--- src/rtl/core/upmix_queue.sv ---
// Small register queue that decouples the front from the processing back end.
module upmix_queue #(
  parameter int WIDTH = 50,
  parameter int DEPTH = 4
) (
  input  logic             clk_i,
  input  logic             rst_ni,
  input  logic             push_i,
  input  logic [WIDTH-1:0] wdata_i,
  output logic             full_o,
  input  logic             pop_i,
  output logic [WIDTH-1:0] rdata_o,
  output logic             empty_o
);
  localparam int PW = (DEPTH > 1) ? $clog2(DEPTH) : 1;
  localparam int CW = $clog2(DEPTH + 1);

  logic [WIDTH-1:0] mem_q [DEPTH];
  logic [PW-1:0]    wr_ptr_q, wr_ptr_d;
  logic [PW-1:0]    rd_ptr_q, rd_ptr_d;
  logic [CW-1:0]    cnt_q, cnt_d;

  assign full_o  = (cnt_q == CW'(DEPTH));
  assign empty_o = (cnt_q == '0);
  assign rdata_o = mem_q[rd_ptr_q];

  // Advance pointers with wrap at the configured depth
  always_comb begin
    wr_ptr_d = wr_ptr_q;
    rd_ptr_d = rd_ptr_q;
    cnt_d    = cnt_q;
    if (push_i) begin
      wr_ptr_d = (wr_ptr_q == PW'(DEPTH - 1)) ? '0 : wr_ptr_q + PW'(1);
    end
    if (pop_i) begin
      rd_ptr_d = (rd_ptr_q == PW'(DEPTH - 1)) ? '0 : rd_ptr_q + PW'(1);
    end
    if (push_i && !pop_i) begin
      cnt_d = cnt_q + CW'(1);
    end else if (!push_i && pop_i) begin
      cnt_d = cnt_q - CW'(1);
    end
  end

  always_ff @(posedge clk_i or negedge rst_ni) begin
    if (!rst_ni) begin
      wr_ptr_q <= '0;
      rd_ptr_q <= '0;
      cnt_q    <= '0;
    end else begin
      wr_ptr_q <= wr_ptr_d;
      rd_ptr_q <= rd_ptr_d;
      cnt_q    <= cnt_d;
    end
  end

  always_ff @(posedge clk_i) begin
    if (push_i) begin
      mem_q[wr_ptr_q] <= wdata_i;
    end
  end

  a_no_push_full: assert property (@(posedge clk_i) disable iff (!rst_ni)
    push_i |-> !full_o) else $error("queue push while full");

  a_no_pop_empty: assert property (@(posedge clk_i) disable iff (!rst_ni)
    pop_i |-> !empty_o) else $error("queue pop while empty");

  a_count_track: assert property (@(posedge clk_i) disable iff (!rst_ni)
    (push_i && !pop_i) |=> (cnt_q == $past(cnt_q) + CW'(1)))
    else $error("queue count did not follow push");

endmodule

--- config.mk ---
export PLATFORM = sky130hd
export DESIGN_NAME = upmix_queue
export DESIGN_NICKNAME = d
export VERILOG_FILES = /design/src/rtl/core/upmix_queue.sv
export SDC_FILE = /design/constraint.sdc
export NUM_CORES = 1
export LEC_CHECK = 0
export ABC_AREA = 0
export ABC_CLOCK_PERIOD_IN_PS = 3400
export BUFFER_PORTS_ARGS = -buffer_cell sky130_fd_sc_hd__clkbuf_2
export CAP_MARGIN = 10
export CORE_MARGIN = 2
export CORE_UTILIZATION = 30
export DETAILED_ROUTE_END_ITERATION = 10
export GPL_TIMING_DRIVEN = 0
export PLACE_DENSITY = 0.5
export SYNTH_ARGS = -nofsm -noshare
export SYNTH_HDL_FRONTEND = slang
export SYNTH_SLANG_ARGS = --single-unit
--- constraint.sdc ---
create_clock -name clk_i -period 3.4 [get_ports clk_i]
set_clock_uncertainty 0.2 [all_clocks]
set_input_delay 0.51 -clock clk_i [delete_from_list [all_inputs] [get_ports clk_i]]
set_output_delay 0.51 -clock clk_i [all_outputs]
set_load 0.05 [all_outputs]
-- Yosys cells after proc, flatten, opt, wreduce, memory -nomap -nowiden
Memory sizes are Yosys's and may differ from the RTL's.
Index checks and enable logic that the tools add are counted.
- add/sub/neg operators: 4
- eq/ne operators: 3
- muxes and demuxes: 6
- reductions and logical operators: 6
- operators by type and width (operator ; count):
    two-way mux 3 bit ; 2
    adder 2 x 1 -> 2 bit (second input constant) ; 2
    equality test 2 bit (second input constant) ; 2
    two-way mux 2 bit ; 2
    adder 3 x 1 -> 3 bit (second input constant) ; 1
    equality test 3 bit (second input constant) ; 1
    logical NOT 3 bit ; 1
    subtractor 3 x 1 -> 3 bit (second input constant) ; 1
    logical AND 1 bit ; 2
    logical NOT 1 bit ; 2
    two-way mux 1 bit ; 2
    nonzero test 2 bit ; 1
- bits in registers: 7
- RAM bits: 200
- bits of input ports: 54
- logic and storage cells: 23
- memories kept: 1
- memory list (name ; words ; width ; rd ports ; clocked after memory_dff ; write ports ; RTL line ; text):
    mem_q ; 4 ; 50 ; 1 ; 0 ; 1 ; 18 ; logic [WIDTH-1:0] mem_q [DEPTH];

-- Logic depth before layout (Yosys ltp)
Gate-level depths: netlist (run 1).
- depth after elaboration: 4
- mapped depth: 7

-- Worst setup path before layout (run 1)
Ideal clock, no wire load.
- path type: register to register
- start point: register wr_ptr_q[0]
- end point: memory mem_q[0][0], enable pin
- data arrival time: 1.816 ns
- slack: 0.971 ns
- stages on the path, launching flop included: 4
- path buffers: 0
- period minus slack after synthesis: 2.429 ns
- path through: dfrtp_1 -> inv_1 -> ha_1 -> and2_1
- RTL lines (element ; RTL line ; text):
    start: declaration ; 19 ; logic [PW-1:0] wr_ptr_q, wr_ptr_d;
    start signal: assignment ; 51 ; wr_ptr_q <= wr_ptr_d;
    end: declaration ; 18 ;
Straight into the memory's write port.

-- Worst setup path in the final report (run 1)
- start point: register rd_ptr_q[1]
- end point: output rdata_o[39]
- cells in the longest elaborated chain, start to end: 1
- ends and longest elaborated chain (element ; RTL line ; text):
    start: declaration ; 20 ; logic [PW-1:0] rd_ptr_q, rd_ptr_d;
    start signal: assignment ; 52 ; rd_ptr_q <= rd_ptr_d;
    memory read (4 x 50 bit) ; n/a ;
    end: declaration ; 12 ; output logic [WIDTH-1:0] rdata_o,
Every way passes these cells.

==> results by group, run 1 <==
Floorplanning
  • I/O pins: 106
  • Die area: 26930 µm²
  • Initial Util: 30.54%
  • Die Span Y: 164.1 µm
  • Die width: 164.1 µm
  • FP Rows: 58
  • Core Footprint: 25180 µm²

Drt
  • Via density: 4.425
  • Total length of routed wires: 14390 µm
  • DRC Markers: 0
  • Via Count: 3434
  • DRT Pass-1 Iters: 4
  • Starting DRT DRC Count: 175
  • Drt wl/cell: 18.54 µm
  • Antenna-violating nets left: 0

GRT
  • Vias in the first global route: 3910
  • First-pass GRT wire length: 22090 µm
  • Routing usage on met2: 18.87%
  • Initial antenna violation count: 0
  • GRT busiest layer: met2
  • Largest net degree at the start of global routing: 51
  • M1 GR Usage: 13.66%
  • Total track usage: 10.95%
  • GR Util met3: 2.727%
  • Grt total ovfl: 0

Pwr
  • Peak VDD IR: 0.3805 mV
  • Leak Pwr: 3.240 nW
  • P per Cell Area: 984.6 nW/µm²
  • Final Power: 9.250 mW

Clock tree
  • Num CTS Buffers: 23
  • CTS tree: built
  • Reg clk slew, reported paths: 0.06 ns
  • CTS Root Cell: clkbuf_16
  • Max clock buf depth: 3
  • Worst skew pair latency: 0.49 ns
  • H-tree depth: 1
  • Post-CTS Setup Repair Bufs: 0
  • Post-CTS Hold Buffers: 1
  • Clk sinks: 207
  • Post-CTS sizing: 0

Logic synthesis
  • Syn. warnings: 0
  • Sequential fraction of the synthesis area: 80.36%
  • Synth Area in XOR/XNOR: 0.3416%
  • FF+latch count, synth: 207
  • Post-synth EDFFs: 200
  • Synth top area cells: edfxtp_1, mux4_2, dfrtp_1
  • Syn_nets: 360
  • Top cell types by occurrence after synthesis: edfxtp_1, mux4_2, dfrtp_1
  • Synth Instances: 299
  • Mux contribution to synthesized area: 15.18%
  • Async S/R FF share, synth: 3.382%
  • Syn_area_per_cell: 25.72 µm²
  • Most used DFF post-synth: edfxtp_1
  • Synthesized-area fraction occupied by adder cells: 1.236%
  • Area fraction of the dominant cell type after synthesis: 78.09%
  • Synth Area in Compound Gates: 0.1301%
  • Mapped Area: 7691 µm²
  • Top-count cell post-synth: edfxtp_1
  • Simple-Gate Fraction of Synth Area: 0.7321%
  • Synth area leader: edfxtp_1
  • Largest family of logic cells by synthesized area: multiplexers
  • Post-synth cell types: 20

STA
  • Relative slew slack: 42.46%
  • Setup TNS: 0 ns
  • Slew @ Worst Pin: 0.8631 ns
  • RSZ-0062 raised after global routing: no
  • WHS: 0.03592 ns
  • Final setup fails: 0
  • Pins Over Slew Limit: 0
  • Final Cycle Share: 84.54%
  • F_max: 347.9 MHz
  • Period minus WS final: 2.874 ns
  • Hold Violations, Final: 0
  • Final setup margin: 0.5257 ns

Job
  • Max cap viols: 0

Placed design
  • Dpl cells: 734
  • GP Congestion: 0.6297
  • Worst slack, placed: 0.9486 ns
  • Dpl cell area: 8640 µm²
  • IO Port Bufs: 105
  • Detail Placement HPWL: 8281 µm

Worst hold path
  • Hold Crit Class: primary input to flop

Finish
  • Finished Layout Cells: 776
  • Fill cell count: 2294
  • Final nets: 491
  • Syn-to-layout area delta: 22.16%
  • Final core occ: 37.31%
  • Post-layout instance area: 9395 µm²
  • N_diodes: 0
  • Layout cells sized above 1: 46.19%

Run status
  • Run status: completed

Worst setup path
  • WP data arrival: 2.16 ns
  • Crit path kind: flop to primary output
  • Worst Setup Start Kind: flop
  • CP required: 2.69 ns
  • Crit. End Element: primary output
  • Crit path max fanout: 10
## worst max-delay path, stage by stage, from the launching register on
cell and delay (ns):
dfrtp_1 0.34, clkbuf_1 0.31, buf_2 0.38, mux4_2 0.38, clkbuf_2 0.26
## routing by layer
metal  wire, µm  share of wire [%]
met5          0                  0
met4        290                2.0
met3        851                5.9
met2       7232                 50
met1       6015                 42
## registers in the layout, summed over array words and instances, names as in the netlist
| register | cells |
|---|---|
| cnt_q | 3 |
| rd_ptr_q | 2 |
| mem_q | 200 |
| wr_ptr_q | 2 |
## kinds of logic (layout without fill, tap and decap cells)
| family | after synthesis | after routing |
|---|---|---|
| flip-flops | 207 | 207 |
| multiplexers | 53 | 53 |
| buffers and inverters | 16 | 163 |
| AND/OR/NAND/NOR | 11 | 11 |
| adder cells (fa/ha/maj) | 7 | 7 |
| XOR/XNOR | 3 | 3 |
| AO/OA/AOI/OAI | 2 | 2 |
## path summary, 6_finish.rpt
path,startpoint,to,slack (ns),cells past startpoint
min,wdata_i[46],mem_q[0][46],0.04,1
min reg2reg,cnt_q[2],cnt_q[2],0.29,1
max reg2reg,wr_ptr_q[1],mem_q[1][4],1.43,3
max,rd_ptr_q[1],rdata_o[39],0.53,4
min in group asynchronous,rst_ni,cnt_q[1],0.20,2
max in group asynchronous,rst_ni,cnt_q[2],2.62,2
## layout by cell type (no fill, tap or decap), drive strengths merged
cell type / instances
edfxtp: 200
clkbuf: 135
mux4: 50
buf: 11
dfrtp: 7
clkinv: 7
ha: 6
inv: 4
and2: 4
mux2: 3
nor2: 3
clkinvlp: 3
nand2: 2
o21ai: 2
xor2: 2
bufinv: 2
nor3: 1
nor3b: 1
xnor2: 1
fa: 1
dlygate4sd3: 1
## power by group
part	internal, mW	total, mW	leakage [nW]	switching (mW)
combinational	1.08	3.48	0.963	2.39
sequential	3.28	3.39	1.92	0.104
clock	1.46	2.39	0.358	0.933
total	5.82	9.25	3.24	3.43
## final cells by class
cell class	count	area [µm²]	share of cell area [%]
clock buffer	29	628.1	6.685
sequential	207	6181	65.79
inverter	4	15.01	0.1598
timing repair buffer	106	535.5	5.700
buffer	12	140.1	1.492
clock inverter	12	117.6	1.252
tap	330	412.9	4.395
multi-input combinational	76	1365	14.53
(Power assumes the default switching activity.)
==> run 2, diff against run 1 <==
Settings changed: ABC_CLOCK_PERIOD_IN_PS 3400 to 2400, PLACE_DENSITY 0.5 to 0.52.
Clock period 3.4 ns to 2.4 ns, I/O delays scaled along.
==> results by group, run 2 (same netlist as run 1, synthesis figures left out) <==
Worst setup path
  • Crit Reg-Reg Startpoint: wr_ptr_q[0]
  • Most common cell on crit path: buf_12
  • Crit. End Element: primary output
  • Critical-path top delay cell: mux4_2
  • WP buf/inv: 3
  • Worst reg-to-reg setup slack: 0.41 ns
  • CP required: 1.84 ns
  • FF-to-FF path depth: 3
  • Cell Chain, Critical Path: buf_12 > buf_12 > mux4_2 > buf_8
  • Largest delay contributor family on the critical path: multiplexers
  • Reg2reg end: mem_q[2][36]
  • CP peak stage delay: 0.56 ns
  • Crit path max fanout: 10
  • Crit path kind: flop to primary output
  • Worst Setup Start Kind: flop
  • WP data arrival: 1.95 ns

STA
  • Final Cycle Share: 104.6%
  • Final setup fails: 49
  • Pins Over Slew Limit: 0
  • Slew @ Worst Pin: 0.8722 ns
  • Final setup margin: -0.1103 ns
  • Relative slew slack: 41.85%
  • F_max: 398.4 MHz
  • Hold Violations, Final: 0
  • RSZ-0062 raised after global routing: yes
  • Period minus WS final: 2.510 ns

Finish
  • Final nets: 544
  • Max reg flops: 200
  • Final core occ: 41.40%
  • Largest register by flop count: mem_q
  • N_diodes: 0
  • Most common cell after layout, fill and taps aside: edfxtp_1
  • Commonest non-fill, non-tap cells in the layout: edfxtp_1, clkbuf_2, dlygate4sd3_1
  • Post-layout instance area: 10430 µm²
  • Top Registers: mem_q: 200 flops, cnt_q: 3 flops
  • Syn-to-layout area delta: 35.55%
  • Layout cells sized above 1: 41.85%

Floorplanning
  • I/O pins: 106
  • Die area: 26930 µm²
  • Die width: 164.1 µm
  • Core Footprint: 25180 µm²
  • Initial Util: 30.54%
  • Die Span Y: 164.1 µm
  • FP Rows: 58

GRT
  • Largest net degree at the start of global routing: 51
  • GRT busiest layer: met2
  • Total track usage: 11.00%
  • M1 GR Usage: 13.86%
  • Routing usage on met2: 18.96%
  • GR Util met3: 2.424%
  • Vias in the first global route: 4090
  • Initial antenna violation count: 0
  • Grt total ovfl: 0
  • First-pass GRT wire length: 22370 µm

Drt
  • DRT Pass-1 Iters: 4
  • Starting DRT DRC Count: 153
  • Via density: 4.445
  • Total length of routed wires: 14590 µm
  • Via Count: 3676
  • DRC Markers: 0
  • Drt wl/cell: 17.64 µm
  • Antenna-violating nets left: 0

Clock tree
  • Num CTS Buffers: 23
  • Reg clk slew, reported paths: 0.06 ns
  • H-tree depth: 1
  • Clk sinks: 207
  • Worst skew pair latency: 0.49 ns
  • CTS tree: built
  • Max clock buf depth: 3
  • CTS Root Cell: clkbuf_16

Placed design
  • IO Port Bufs: 105
  • GP Congestion: 0.6309
  • Detail Placement HPWL: 8236 µm
  • Dpl cell area: 8640 µm²

Pwr
  • Leak Pwr: 3.629 nW
  • P per Cell Area: 1386 nW/µm²
  • Peak VDD IR: 0.8274 mV

Worst hold path
  • Hold Crit Class: primary input to async pin

Run status
  • Run status: complete, but fails checks
  • Violated checks: negative setup slack

Job
  • Max cap viols: 0
-- run 2: cell types whose count changed in the layout (fill, tap and decap cells not counted), sizes merged --
cell and delta:
dlygate4sd3 +52, clkinvlp -2, buf +51, clkbuf -50
-- run 2: worst register-to-register path: stages (launching register included) --
cell     delay [ns]
dfrtp_1        0.41
inv_1          0.12
ha_1           0.15
and2_4         0.72
-- run 2: power by group --
| part | leakage, nW | switching (mW) | internal, mW | total (mW) |
|---|---|---|---|---|
| registers | 1.92 | 0.176 | 4.65 | 4.83 |
| logic | 1.36 | 3.58 | 2.72 | 6.30 |
| clock network | 0.354 | 1.30 | 2.03 | 3.32 |
-- run 2: area by class of cell --
| cell class | instances | area, µm² |
|---|---|---|
| fill | 2227 | 14760 |
| sequential | 207 | 6182 |
| timing repair buffer | 160 | 1574 |
| multi-input combinational | 76 | 1361 |
| clock buffer | 29 | 618.1 |
| tap | 330 | 412.9 |
| buffer | 11 | 157.7 |
| clock inverter | 10 | 103.9 |
| inverter | 4 | 15.01 |
-- run 2: per-layer routing --
layer  vias up  wire (µm)
met5         -          0
met4         0        294
met3        29        703
met2        80       7454
met1      1928       6139
li1       1639          -
-- run 2: how the worst max path moves through the flow --
| stage | from | end | slack (ns) | cells after the start |
|---|---|---|---|---|
| after global placement | push_i | mem_q[3][4] | -1.16 | 2 |
| after global routing | rd_ptr_q[0] | rdata_o[35] | -0.19 | 4 |
| after CTS | rd_ptr_q[0] | rdata_o[2] | -0.17 | 4 |
| after floorplan | wr_ptr_q[1] | mem_q[1][0] | 0.001 | 3 |
| final | rd_ptr_q[0] | rdata_o[35] | -0.11 | 4 |
| after detailed placement | rd_ptr_q[1] | rdata_o[36] | 0.1 | 4 |
-- run 2: repair_timing --
action,in CTS,in global routing
setup endpoints to repair,50,50
setup buffers,1,1
gates resized for setup,109,50
pin swaps,0,0
hold buffers,53,0
endpoints found under the hold margin,211,0
-- run 2: metrics by stage --
stage          setup WS, ns  hold WS [ns]  power, mW  cells  setup TNS, ns
6_report            -0.1103       0.04670      14.45    827         -3.631
5_1_grt             -0.1896       0.04277      15.09    827         -7.626
4_1_cts             -0.1731       0.02125      14.35    826         -6.422
3_5_place_dp        0.09984       0.01396      9.936    734              0
3_3_place_gp         -1.156      0.005963      9.882    734        -120.51
2_1_floorplan      0.001498       -0.1356      8.757    299              0
==> run 3, diff against run 2 <==
Settings changed: RECOVER_POWER set to 25, REMOVE_ABC_BUFFERS set to 1.
==> results by group, run 3 (same netlist as run 1, synthesis figures left out) <==
Drt
  • DRT Pass-1 Iters: 4
  • Via density: 4.426
  • DRC Markers: 0
  • Starting DRT DRC Count: 166
  • Total length of routed wires: 15060 µm
  • Drt wl/cell: 18.16 µm
  • Antenna-violating nets left: 0
  • Via Count: 3669

Worst setup path
  • Worst Setup Start Kind: flop
  • Crit path kind: flop to primary output
  • Crit. End Element: primary output
  • CP required: 1.84 ns
  • Crit path max fanout: 7
  • WP data arrival: 1.98 ns

Pwr
  • Int Pwr: 9.297 mW
  • P per Cell Area: 1383 nW/µm²
  • P_sw: 5.159 mW
  • Comb power frac: 45.0%
  • Clock Power Share: 21.1%
  • Peak VDD IR: 0.9207 mV
  • Final Power: 14.46 mW
  • Sequential Power Share: 33.9%
  • Leak Pwr: 3.562 nW
  • Switching Share: 35.69%

GRT
  • Vias in the first global route: 4002
  • Initial antenna violation count: 0
  • Total track usage: 11.42%
  • Grt total ovfl: 0
  • Largest net degree at the start of global routing: 51
  • First-pass GRT wire length: 22940 µm

Clock tree
  • Reg clk slew, reported paths: 0.05 ns
  • Num CTS Buffers: 22
  • Max clock buf depth: 3
  • Worst skew pair latency: 0.50 ns
  • CTS Root Cell: clkbuf_16
  • CTS tree: built
  • Clk sinks: 207
  • H-tree depth: 1

Floorplanning
  • Die width: 164.1 µm
  • Die Span Y: 164.1 µm
  • Initial Util: 30.54%
  • Die area: 26930 µm²
  • I/O pins: 106
  • Core Footprint: 25180 µm²
  • FP Rows: 58

Placed design
  • Detail Placement HPWL: 7766 µm
  • GP Congestion: 0.6349
  • IO Port Bufs: 105
  • Worst slack, placed: -0.1980 ns
  • Dpl cell area: 8552 µm²

Finish
  • Top Registers: mem_q: 200 flops, cnt_q: 3 flops
  • Syn-to-layout area delta: 35.94%
  • Largest register by flop count: mem_q
  • N_diodes: 0
  • Layout cells sized above 1: 36.47%
  • Most common cell after layout, fill and taps aside: edfxtp_1
  • Final nets: 546
  • Max reg flops: 200
  • Commonest non-fill, non-tap cells in the layout: edfxtp_1, dlygate4sd3_1, mux4_2
  • Fill cell count: 2219
  • Post-layout instance area: 10460 µm²

Run status
  • Violated checks: negative setup slack
  • Run status: complete, but fails checks

Job
  • Max cap viols: 0

STA
  • Pins Over Slew Limit: 0
  • F_max: 393.9 MHz
  • Period minus WS final: 2.539 ns
  • Relative slew slack: 44.00%
  • Slew @ Worst Pin: 0.8400 ns
  • Final setup fails: 50
  • RSZ-0062 raised after global routing: yes
  • Final Cycle Share: 105.8%
  • Final setup margin: -0.1386 ns
  • Hold Violations, Final: 0

Worst hold path
  • Hold Crit Class: flop to flop
-- run 3: worst paths after layout --
check	startpoint	endpoint	slack, ns	cells after the start
min reg2reg	cnt_q[2]	cnt_q[2]	0.30	1
max reg2reg	wr_ptr_q[1]	mem_q[1][23]	0.38	3
max in group asynchronous	rst_ni	rd_ptr_q[0]	1.06	3
min	cnt_q[2]	cnt_q[2]	0.30	1
min in group asynchronous	rst_ni	wr_ptr_q[0]	0.64	3
max	rd_ptr_q[0]	rdata_o[45]	-0.14	4
-- run 3: cell type report --
cell class | count | area [µm²] | share of cell area [%]
tap | 330 | 412.9 | 3.949
sequential | 207 | 6188 | 59.19
clock inverter | 11 | 58.81 | 0.5625
clock buffer | 27 | 590.6 | 5.649
timing repair buffer | 174 | 1832 | 17.52
inverter | 4 | 15.01 | 0.1436
multi-input combinational | 76 | 1358 | 12.98
-- run 3: what timing repair did --
action                                  4_1_cts  5_1_grt
hold buffers                                 54        0
gates resized for setup                     115       36
gates cloned                                  4        0
endpoints found under the setup margin       50       50
endpoints found under the hold margin       211        0
setup buffers                                10        0
-- run 3: power groups by stage --
stage	clock network, mW	registers, mW	logic [mW]
after CTS	3.16	4.90	6.37
after detailed placement	0	5.14	4.58
final	3.05	4.89	6.51
after global placement	0	5.33	4.11
after global routing	3.30	4.95	6.82
after floorplan	0	5.14	3.41
-- run 3: worst max-delay path, stage by stage, from the launching register on --
cell and delay [ns]:
dfrtp_4 0.45, buf_6 0.15, buf_16 0.14, mux4_2 0.55, buf_8 0.18
-- run 3: per-stage QoR --
step	TNS, ns	cells	utilization [%]	hold slack, ns
floorplan	-56.22	287	-	-0.1356
global placement	-318.60	722	33.71	0.00008649
detailed placement	-3.061	724	33.96	0.006860
CTS	-7.718	829	41.48	0.3078
global route	-8.475	829	41.52	0.3099
finish	-5.499	829	41.52	0.3010
-- run 3: routing by layer --
metal / wire length [µm] / up-vias / global-route usage [%]
li1: - / 1645 / -
met1: 6325 / 1892 / 14.47
met2: 7553 / 104 / 19.57
met3: 721 / 28 / 2.677
met4: 454 / 0 / 3.270
met5: 0 / - / 0
